## src/design/mecc_pkg.sv

```systemverilog
package mecc_pkg;

    localparam int POS_W   = 16;
    localparam int SMP_W   = 12;
    localparam int PCT_W   = 7;
    localparam int PULSE_W = 4;
    localparam int CMD_W   = 8;
    localparam int CFG_W   = 16;
    localparam int CFG_IDX_W = 3;

    typedef logic [POS_W-1:0] t_pos;
    typedef logic [SMP_W-1:0] t_smp;
    typedef logic [PCT_W-1:0] t_pct;

    typedef enum logic [2:0] {
        PH_IDLE     = 3'd0,
        PH_TO_END   = 3'd1,
        PH_WAIT_LOW = 3'd2,
        PH_TO_START = 3'd3,
        PH_MOVING   = 3'd4,
        PH_READY    = 3'd5
    } t_phase;

    typedef enum logic [1:0] {
        DIR_STOP = 2'd0,
        DIR_CW   = 2'd1,
        DIR_CCW  = 2'd2
    } t_dir;

    localparam logic [CMD_W-1:0] CMD_ON    = 8'h01;
    localparam logic [CMD_W-1:0] CMD_OFF   = 8'h02;
    localparam logic [CMD_W-1:0] CMD_HALT  = 8'h03;
    localparam logic [CMD_W-1:0] CMD_CALIB = 8'h04;

    localparam logic [CFG_IDX_W-1:0] CFG_LIMIT = 3'd0;
    localparam logic [CFG_IDX_W-1:0] CFG_HOME  = 3'd1;
    localparam logic [CFG_IDX_W-1:0] CFG_ON    = 3'd2;
    localparam logic [CFG_IDX_W-1:0] CFG_OFF   = 3'd3;
    localparam logic [CFG_IDX_W-1:0] CFG_DUTY  = 3'd4;

    localparam t_smp RST_LIMIT = 12'd2800;
    localparam t_pos RST_HOME  = 16'd1000;
    localparam t_pct RST_ON    = 7'd50;
    localparam t_pct RST_OFF   = 7'd10;
    localparam t_pct RST_DUTY  = 7'd50;

    // Divide by 100 as multiply by ceil(2^30 / 100), exact for products below 2^23
    localparam int PROD_W  = POS_W + PCT_W;
    localparam int RECIP_W = 24;
    localparam int SHIFT   = 30;
    localparam logic [RECIP_W-1:0] RECIP = 24'd10737419;
    localparam int QUOT_W  = PROD_W + RECIP_W - SHIFT;

    // Cycles the goal pipeline needs after marks or percentages change
    localparam logic [1:0] REFRESH_CYC = 2'd2;

    localparam int IN_DATA_W  = 24;
    localparam int IN_USER_W  = 2;
    localparam int OUT_DATA_W = 80;

endpackage

```

## src/design/mecc_goal_calc.sv

```systemverilog
module mecc_goal_calc (
    input  logic              i_clk,
    input  mecc_pkg::t_pos    i_start,
    input  mecc_pkg::t_pos    i_end,
    input  mecc_pkg::t_pct    i_on_pct,
    input  mecc_pkg::t_pct    i_off_pct,
    output mecc_pkg::t_pos    o_goal_on,
    output mecc_pkg::t_pos    o_goal_off
);

    mecc_pkg::t_pos                         stroke;
    logic [mecc_pkg::PROD_W-1:0]            r_prod_on;
    logic [mecc_pkg::PROD_W-1:0]            r_prod_off;
    mecc_pkg::t_pos                         r_start_d;
    logic [mecc_pkg::PROD_W+mecc_pkg::RECIP_W-1:0] scaled_on;
    logic [mecc_pkg::PROD_W+mecc_pkg::RECIP_W-1:0] scaled_off;
    logic [mecc_pkg::QUOT_W-1:0]            quot_on;
    logic [mecc_pkg::QUOT_W-1:0]            quot_off;
    mecc_pkg::t_pos                         r_goal_on;
    mecc_pkg::t_pos                         r_goal_off;

    // Stroke wraps when the end mark lies below the start mark
    assign stroke = i_end - i_start;

    always_ff @(posedge i_clk) begin
        r_prod_on  <= mecc_pkg::PROD_W'(stroke) * mecc_pkg::PROD_W'(i_on_pct);
        r_prod_off <= mecc_pkg::PROD_W'(stroke) * mecc_pkg::PROD_W'(i_off_pct);
        r_start_d  <= i_start;
    end

    assign scaled_on  = (mecc_pkg::PROD_W+mecc_pkg::RECIP_W)'(r_prod_on)
                        * (mecc_pkg::PROD_W+mecc_pkg::RECIP_W)'(mecc_pkg::RECIP);
    assign scaled_off = (mecc_pkg::PROD_W+mecc_pkg::RECIP_W)'(r_prod_off)
                        * (mecc_pkg::PROD_W+mecc_pkg::RECIP_W)'(mecc_pkg::RECIP);
    assign quot_on  = scaled_on[mecc_pkg::PROD_W+mecc_pkg::RECIP_W-1:mecc_pkg::SHIFT];
    assign quot_off = scaled_off[mecc_pkg::PROD_W+mecc_pkg::RECIP_W-1:mecc_pkg::SHIFT];

    always_ff @(posedge i_clk) begin
        r_goal_on  <= r_start_d + quot_on[mecc_pkg::POS_W-1:0];
        r_goal_off <= r_start_d + quot_off[mecc_pkg::POS_W-1:0];
    end

    assign o_goal_on  = r_goal_on;
    assign o_goal_off = r_goal_off;

endmodule

```

## src/design/motor_endstop_calibration_controller_unit.sv

```systemverilog
// Motor end-stop calibration controller. Each stream transaction is one control tick
// (current sample, hall pulses, command); each tick yields one status transaction in the
// following cycle, and a new tick is taken every cycle while the output is drained. The
// move targets start + stroke * percent / 100 come from a two-stage goal pipeline, so
// o_s_tready drops while it refreshes after reset, after a mark changes (calibrate
// command, end or start found) and after any register write. Position wraps at 16 bits.
module motor_endstop_calibration_controller_unit (
    input  logic                               i_clk,
    input  logic                               i_rst_n,
    // tdata: current_sample[11:0], hall_pulses[15:12], cmd_code[23:16]
    input  logic [mecc_pkg::IN_DATA_W-1:0]     i_s_tdata,
    // tuser: sample_ready[0], cmd_valid[1]
    input  logic [mecc_pkg::IN_USER_W-1:0]     i_s_tuser,
    input  logic                               i_s_tvalid,
    output logic                               o_s_tready,
    // tdata: drive_dir[1:0], drive_enable[2], pwm_compare[9:3], position_now[25:10],
    // phase_now[28:26], start_mark[44:29], end_mark[60:45], goal_position[76:61],
    // calibrated[77], zero[79:78]
    output logic [mecc_pkg::OUT_DATA_W-1:0]    o_m_tdata,
    output logic                               o_m_tvalid,
    input  logic                               i_m_tready,
    input  logic                               i_cfg_we,
    input  logic [mecc_pkg::CFG_IDX_W-1:0]     i_cfg_idx,
    input  logic [mecc_pkg::CFG_W-1:0]         i_cfg_data
);

    // configuration
    mecc_pkg::t_smp   r_limit;
    mecc_pkg::t_pos   r_home;
    mecc_pkg::t_pct   r_on_pct;
    mecc_pkg::t_pct   r_off_pct;
    mecc_pkg::t_pct   r_duty;

    // controller state
    mecc_pkg::t_phase r_phase,  n_phase;
    mecc_pkg::t_dir   r_dir,    n_dir;
    mecc_pkg::t_pos   r_pos,    n_pos;
    mecc_pkg::t_pos   r_start,  n_start;
    mecc_pkg::t_pos   r_end,    n_end;
    mecc_pkg::t_pos   r_goal,   n_goal;
    logic             r_cal,    n_cal;
    logic             r_moved,  n_moved;
    logic             r_low,    n_low;
    mecc_pkg::t_smp   r_held,   n_held;

    logic [1:0]       r_refresh;
    logic             r_out_valid;
    logic [mecc_pkg::OUT_DATA_W-1:0] r_out_data, n_out_data;

    mecc_pkg::t_pos   goal_on;
    mecc_pkg::t_pos   goal_off;

    logic             in_fire;
    logic             out_free;
    logic             marks_change;

    logic             sample_ready;
    logic             cmd_valid;
    mecc_pkg::t_smp   sample;
    logic [mecc_pkg::PULSE_W-1:0] pulses;
    logic [mecc_pkg::CMD_W-1:0]   cmd;

    logic             start_move;
    logic             high;
    logic             pos_lt;
    logic             pos_gt;
    logic             drive_en;
    mecc_pkg::t_pct   pwm;

    assign sample       = i_s_tdata[11:0];
    assign pulses       = i_s_tdata[15:12];
    assign cmd          = i_s_tdata[23:16];
    assign sample_ready = i_s_tuser[0];
    assign cmd_valid    = i_s_tuser[1];

    assign out_free   = !r_out_valid || i_m_tready;
    assign o_s_tready = out_free && (r_refresh == 2'd0);
    assign in_fire    = i_s_tvalid && o_s_tready;

    mecc_goal_calc u_goal_calc (
        .i_clk      (i_clk),
        .i_start    (r_start),
        .i_end      (r_end),
        .i_on_pct   (r_on_pct),
        .i_off_pct  (r_off_pct),
        .o_goal_on  (goal_on),
        .o_goal_off (goal_off)
    );

    always_comb begin
        n_held  = sample_ready ? sample : r_held;
        n_pos   = r_pos;
        n_moved = r_moved;
        n_phase = r_phase;
        n_dir   = r_dir;
        n_start = r_start;
        n_end   = r_end;
        n_goal  = r_goal;
        n_cal   = r_cal;
        n_low   = r_low;
        start_move = 1'b0;

        // apply hall pulses in the present direction; pulses count as movement anyway
        if (pulses != '0) begin
            if (r_dir == mecc_pkg::DIR_CCW) begin
                n_pos = r_pos + mecc_pkg::t_pos'(pulses);
            end else if (r_dir == mecc_pkg::DIR_CW) begin
                n_pos = r_pos - mecc_pkg::t_pos'(pulses);
            end
            n_moved = 1'b1;
        end

        if (cmd_valid) begin
            case (cmd)
                mecc_pkg::CMD_ON: begin
                    if (r_cal) begin
                        start_move = 1'b1;
                        n_goal     = goal_on;
                    end
                end
                mecc_pkg::CMD_OFF: begin
                    if (r_cal) begin
                        start_move = 1'b1;
                        n_goal     = goal_off;
                    end
                end
                mecc_pkg::CMD_HALT: begin
                    n_dir   = mecc_pkg::DIR_STOP;
                    n_phase = mecc_pkg::PH_IDLE;
                end
                mecc_pkg::CMD_CALIB: begin
                    n_pos   = r_home;
                    n_start = '0;
                    n_end   = '0;
                    n_goal  = '0;
                    n_cal   = 1'b0;
                    n_moved = 1'b0;
                    n_low   = 1'b0;
                    n_phase = mecc_pkg::PH_TO_END;
                    n_dir   = mecc_pkg::DIR_CCW;
                end
                default: begin
                end
            endcase
        end

        pos_lt = n_pos < n_goal;
        pos_gt = n_pos > n_goal;

        if (start_move) begin
            n_phase = mecc_pkg::PH_MOVING;
            if (pos_lt) begin
                n_dir = mecc_pkg::DIR_CCW;
            end else if (pos_gt) begin
                n_dir = mecc_pkg::DIR_CW;
            end else begin
                n_dir   = mecc_pkg::DIR_STOP;
                n_phase = mecc_pkg::PH_READY;
            end
        end

        // calibration: end stop counts only after movement and a low reading in this leg
        high = n_held >= r_limit;
        if (n_phase == mecc_pkg::PH_TO_END || n_phase == mecc_pkg::PH_TO_START) begin
            if (high) begin
                if (n_moved && n_low) begin
                    if (n_phase == mecc_pkg::PH_TO_END) begin
                        n_end   = n_pos;
                        n_phase = mecc_pkg::PH_WAIT_LOW;
                    end else begin
                        n_start = n_pos;
                        n_cal   = 1'b1;
                        n_phase = mecc_pkg::PH_READY;
                    end
                    n_dir = mecc_pkg::DIR_STOP;
                end
            end else if (n_moved) begin
                n_low = 1'b1;
            end
        end else if (n_phase == mecc_pkg::PH_WAIT_LOW && !high) begin
            n_moved = 1'b0;
            n_low   = 1'b0;
            n_phase = mecc_pkg::PH_TO_START;
            n_dir   = mecc_pkg::DIR_CW;
        end

        // a move begun this tick cannot already be at its goal
        if (n_phase == mecc_pkg::PH_MOVING && !start_move) begin
            if ((n_dir == mecc_pkg::DIR_CCW && !pos_lt) ||
                (n_dir == mecc_pkg::DIR_CW && !pos_gt)) begin
                n_dir   = mecc_pkg::DIR_STOP;
                n_phase = mecc_pkg::PH_READY;
            end
        end

        drive_en = n_dir != mecc_pkg::DIR_STOP;
        pwm      = drive_en ? r_duty : '0;
        n_out_data = {2'b00, n_cal, n_goal, n_end, n_start, n_phase, n_pos,
                      pwm, drive_en, n_dir};
    end

    assign marks_change = in_fire && ((n_start != r_start) || (n_end != r_end));

    always_ff @(posedge i_clk) begin
        if (!i_rst_n) begin
            r_limit   <= mecc_pkg::RST_LIMIT;
            r_home    <= mecc_pkg::RST_HOME;
            r_on_pct  <= mecc_pkg::RST_ON;
            r_off_pct <= mecc_pkg::RST_OFF;
            r_duty    <= mecc_pkg::RST_DUTY;
        end else if (i_cfg_we) begin
            case (i_cfg_idx)
                mecc_pkg::CFG_LIMIT: r_limit   <= i_cfg_data[mecc_pkg::SMP_W-1:0];
                mecc_pkg::CFG_HOME:  r_home    <= i_cfg_data[mecc_pkg::POS_W-1:0];
                mecc_pkg::CFG_ON:    r_on_pct  <= i_cfg_data[mecc_pkg::PCT_W-1:0];
                mecc_pkg::CFG_OFF:   r_off_pct <= i_cfg_data[mecc_pkg::PCT_W-1:0];
                mecc_pkg::CFG_DUTY:  r_duty    <= i_cfg_data[mecc_pkg::PCT_W-1:0];
                default: begin
                end
            endcase
        end
    end

    always_ff @(posedge i_clk) begin
        if (!i_rst_n) begin
            r_phase <= mecc_pkg::PH_IDLE;
            r_dir   <= mecc_pkg::DIR_STOP;
            r_pos   <= mecc_pkg::RST_HOME;
            r_start <= '0;
            r_end   <= '0;
            r_goal  <= '0;
            r_cal   <= 1'b0;
            r_moved <= 1'b0;
            r_low   <= 1'b0;
            r_held  <= '0;
        end else if (in_fire) begin
            r_phase <= n_phase;
            r_dir   <= n_dir;
            r_pos   <= n_pos;
            r_start <= n_start;
            r_end   <= n_end;
            r_goal  <= n_goal;
            r_cal   <= n_cal;
            r_moved <= n_moved;
            r_low   <= n_low;
            r_held  <= n_held;
        end
    end

    // hold off new ticks until the goal pipeline has caught up
    always_ff @(posedge i_clk) begin
        if (!i_rst_n) begin
            r_refresh <= mecc_pkg::REFRESH_CYC;
        end else if (marks_change || i_cfg_we) begin
            r_refresh <= mecc_pkg::REFRESH_CYC;
        end else if (r_refresh != 2'd0) begin
            r_refresh <= r_refresh - 2'd1;
        end
    end

    always_ff @(posedge i_clk) begin
        if (!i_rst_n) begin
            r_out_valid <= 1'b0;
        end else if (in_fire) begin
            r_out_valid <= 1'b1;
        end else if (i_m_tready) begin
            r_out_valid <= 1'b0;
        end
    end

    always_ff @(posedge i_clk) begin
        if (in_fire) begin
            r_out_data <= n_out_data;
        end
    end

    assign o_m_tvalid = r_out_valid;
    assign o_m_tdata  = r_out_data;

endmodule

```

## config.mk

```make
export PLATFORM = sky130hd
export DESIGN_NAME = motor_endstop_calibration_controller_unit
export DESIGN_NICKNAME = d
export VERILOG_FILES = /design/src/design/mecc_pkg.sv /design/src/design/mecc_goal_calc.sv /design/src/design/motor_endstop_calibration_controller_unit.sv
export SDC_FILE = /design/constraint.sdc
export NUM_CORES = 2
export LEC_CHECK = 0
export BUFFER_PORTS_ARGS = -buffer_cell sky130_fd_sc_hd__buf_2
export CAP_MARGIN = 20
export CORE_MARGIN = 4
export CORE_UTILIZATION = 25
export CTS_BUF_LIST = sky130_fd_sc_hd__clkbuf_4 sky130_fd_sc_hd__clkbuf_8
export CTS_CLUSTER_DIAMETER = 80
export DETAILED_ROUTE_END_ITERATION = 12
export PLACE_DENSITY = 0.48
export SYNTH_ARGS = -nofsm -noshare
export SYNTH_HDL_FRONTEND = slang
export SYNTH_SLANG_ARGS = --single-unit
export TNS_END_PERCENT = 10
```

## constraint.sdc

```tcl
create_clock -name i_clk -period 21.4 [get_ports i_clk]
set_input_delay 2.14 -clock i_clk [delete_from_list [all_inputs] [get_ports i_clk]]
set_output_delay 2.14 -clock i_clk [all_outputs]
set_load 0.05 [all_outputs]
```

==> results_dict.tcl <==
set metrics [dict create \
    status "finished clean" \
    synth_edf_count 78 \
    dieHeight_microns 407.4 \
    regArea_sq_mm 0.006947 \
    grt_pass1_vias 30750 \
    cts_tree "done" \
    multi_input_area_sq_mm 0.02924 \
    postCtsHoldBufs 0 \
    fmax_mhz 105.3 \
    die_x_microns 407.4 \
    drv_slew 0 \
    dieArea_sq_mm 0.1660 \
    gp_congestion 0.9033 \
    cts_setup_buffers 0 \
    fin_cells 6501 \
    tns_ps 0 \
    netlist.area_leader.share_pct 26.76 \
    syn-cell-area_sq_mm 0.03988 \
    cp-start-kind "flip-flop" \
    maxCapViolations 0 \
    slew_headroom_pct 30.12 \
    syn_avg_cell_area_sq_um 9.300 \
    drt_wl_total_mm 117.7 \
    period_minus_slack_ps 9495 \
    firstDrtPassIters 5 \
    vias_per_cell 4.566 \
    clock_latency_ps 700 \
    ys_warn_count 0 \
    postSynthCellCount 4288 \
    drcViolationCount 0 \
    ys_top_cells_by_area "fa_1, ha_1, dfxtp_1" \
    cts_inserted_buffers 59 \
    setup_viol 0 \
    grt_max_degree 76 \
    path_class "reg2reg" \
    cpMostUsedCell "fa_1" \
    antenna_found_initial 12 \
    ys_ff_latch 308 \
    yosysTopAreaCell "fa_1" \
    hold_viol 0 \
    critPathMaxStageDelay_ps 710 \
    final_antenna_net_count 0 \
    cts_max_path_buffers 3 \
    final_net_count 5596 \
    cts_root_buf "clkbuf_8" \
    overflow 0 \
    placedCellCount 6386 \
    rsz0062_at_grt "false" \
    crit_fanout 9 \
    start_util_pct 25.18 \
    synth-async-reset-ratio_pct 0 \
    grt_pass1_wl_mm 184.2 \
    synth.distinct_cells 99 \
    fill_cells 16780 \
    routedWlPerCell_microns 18.10 \
    drt_iter0_drc 1916 \
    worst_pin_slew_ps 1044 \
    cpMaxStageDelayCell "a2111oi_0" \
    area_delta_synth_final_pct 11.20 \
    synth_flop_cell "dfxtp_1" \
    synthTopCellsByCount "inv_1, ha_1, fa_1, nand2_1, dfxtp_1" \
    ys_seq_area_share_pct 17.42 \
    cts_resized 0 \
    yosysMostFrequentCell "inv_1" \
    cp_top_family "adder cells" \
    io_pins 132 \
    clkTransAtPathRegs_ps 70 \
    fin_crit_sh_pct 44.37 \
    core.rowCount 146 \
    h-tree-depth 2 \
    crit_buf_inv 4 \
    drive_above_1_share_pct 8.090 \
    final.setup_skew_ps 49.30 \
    route.vias.total 29690 \
    required_ps 21960 \
    gr-usage-all-layers_pct 14.08 \
    io_buffers 129 \
    cp-end-kind "flip-flop" \
    cts_sinks 308 \
    core_area_sq_mm 0.1584 \
    cp.arrival_ps 10050 \
    dpl.hpwl_mm 97.44 \
    largest_reg_flops 78 \
    hold_path.class "reg2reg" \
]
final cells by class:
| type | instances | area share, % |
|---|---|---|
| Clock inverter | 19 | 0.5982 |
| Timing Repair Buffer | 174 | 2.218 |
| Tap cell | 2072 | 5.846 |
| Antenna cell | 4 | 0.02257 |
| Inverter | 838 | 7.108 |
| Sequential cell | 308 | 15.67 |
| Multi-Input combinational cell | 2994 | 65.94 |
| Clock buffer | 92 | 2.602 |
cells in the final DEF (no fill, tap or decap), drive strengths merged, types with 15 or more instances in the layout:
cell and count:
xnor2 88, nand2b 21, a211oi 49, fa 533
nor2 194, edfxtp 78, a21o 37, a22oi 24
ha 638, a21oi 176, nand2 412, a31oi 30
mux2i 20, inv 839, clkbuf 92, o21ai 111
buf 174, or2 18, and3 15, o211ai 31
nand3 147, nor3 48, o21a 16, dfxtp 230
nor2b 35, nor4b 27, xor2 39, nand4 21
and2 55
final timing paths:
kind | start | endpoint | slack, ps | cells after the start
worst max-delay path | u_goal_calc.r_prod_off[3]$_DFF_P_ | u_goal_calc.o_goal_off[14]$_DFF_P_ | 11900 | 32
worst min-delay path | r_start[3]$_SDFFE_PN0P_ | u_goal_calc.r_start_d[3]$_DFF_P_ | 390 | 0
worst max register to register | u_goal_calc.r_prod_off[3]$_DFF_P_ | u_goal_calc.o_goal_off[14]$_DFF_P_ | 11900 | 32
worst min register to register | r_start[3]$_SDFFE_PN0P_ | u_goal_calc.r_start_d[3]$_DFF_P_ | 390 | 0
through the flow:
| step | instance area (sq um) | setup slack (ps) | hold slack [ps] | utilization (%) |
|---|---|---|---|---|
| floorplan | 39880 | 13200 | 329.0 | - |
| global placement | 42910 | 12120 | 378.0 | 27.09 |
| detailed placement | 42910 | 11920 | 387.0 | 27.10 |
| CTS | 44330 | 11880 | 399.2 | 27.99 |
| global route | 44340 | 10830 | 416.4 | 27.99 |
| finish | 44340 | 11900 | 394.9 | 28.00 |
routing by layer:
layer  global-route usage, %  vias to the layer above  routed length, microns
met2                   23.71                      629                   56050
met5                       0                        -                      34
met3                   1.957                      149                    5286
met4                   3.233                        6                    2767
li1                        -                    14240                       -
met1                   19.15                    14660                   53510
logic make-up after synthesis:
| kind of cell | count (synthesis) | synth area share, % |
|---|---|---|
| other | 1 | 0.009404 |
| AND/OR/NAND/NOR | 1052 | 12.62 |
| multiplexers | 34 | 0.9287 |
| adder cells (fa/ha/maj) | 1171 | 46.77 |
| XOR/XNOR | 128 | 2.846 |
| AO/OA/AOI/OAI | 607 | 10.03 |
| flip-flops | 308 | 17.42 |
| buffers and inverters | 987 | 9.372 |
Power is left out: the tool's default activity adds up to more than one toggle a clock period on the data nets, which glitch-free logic cannot reach.
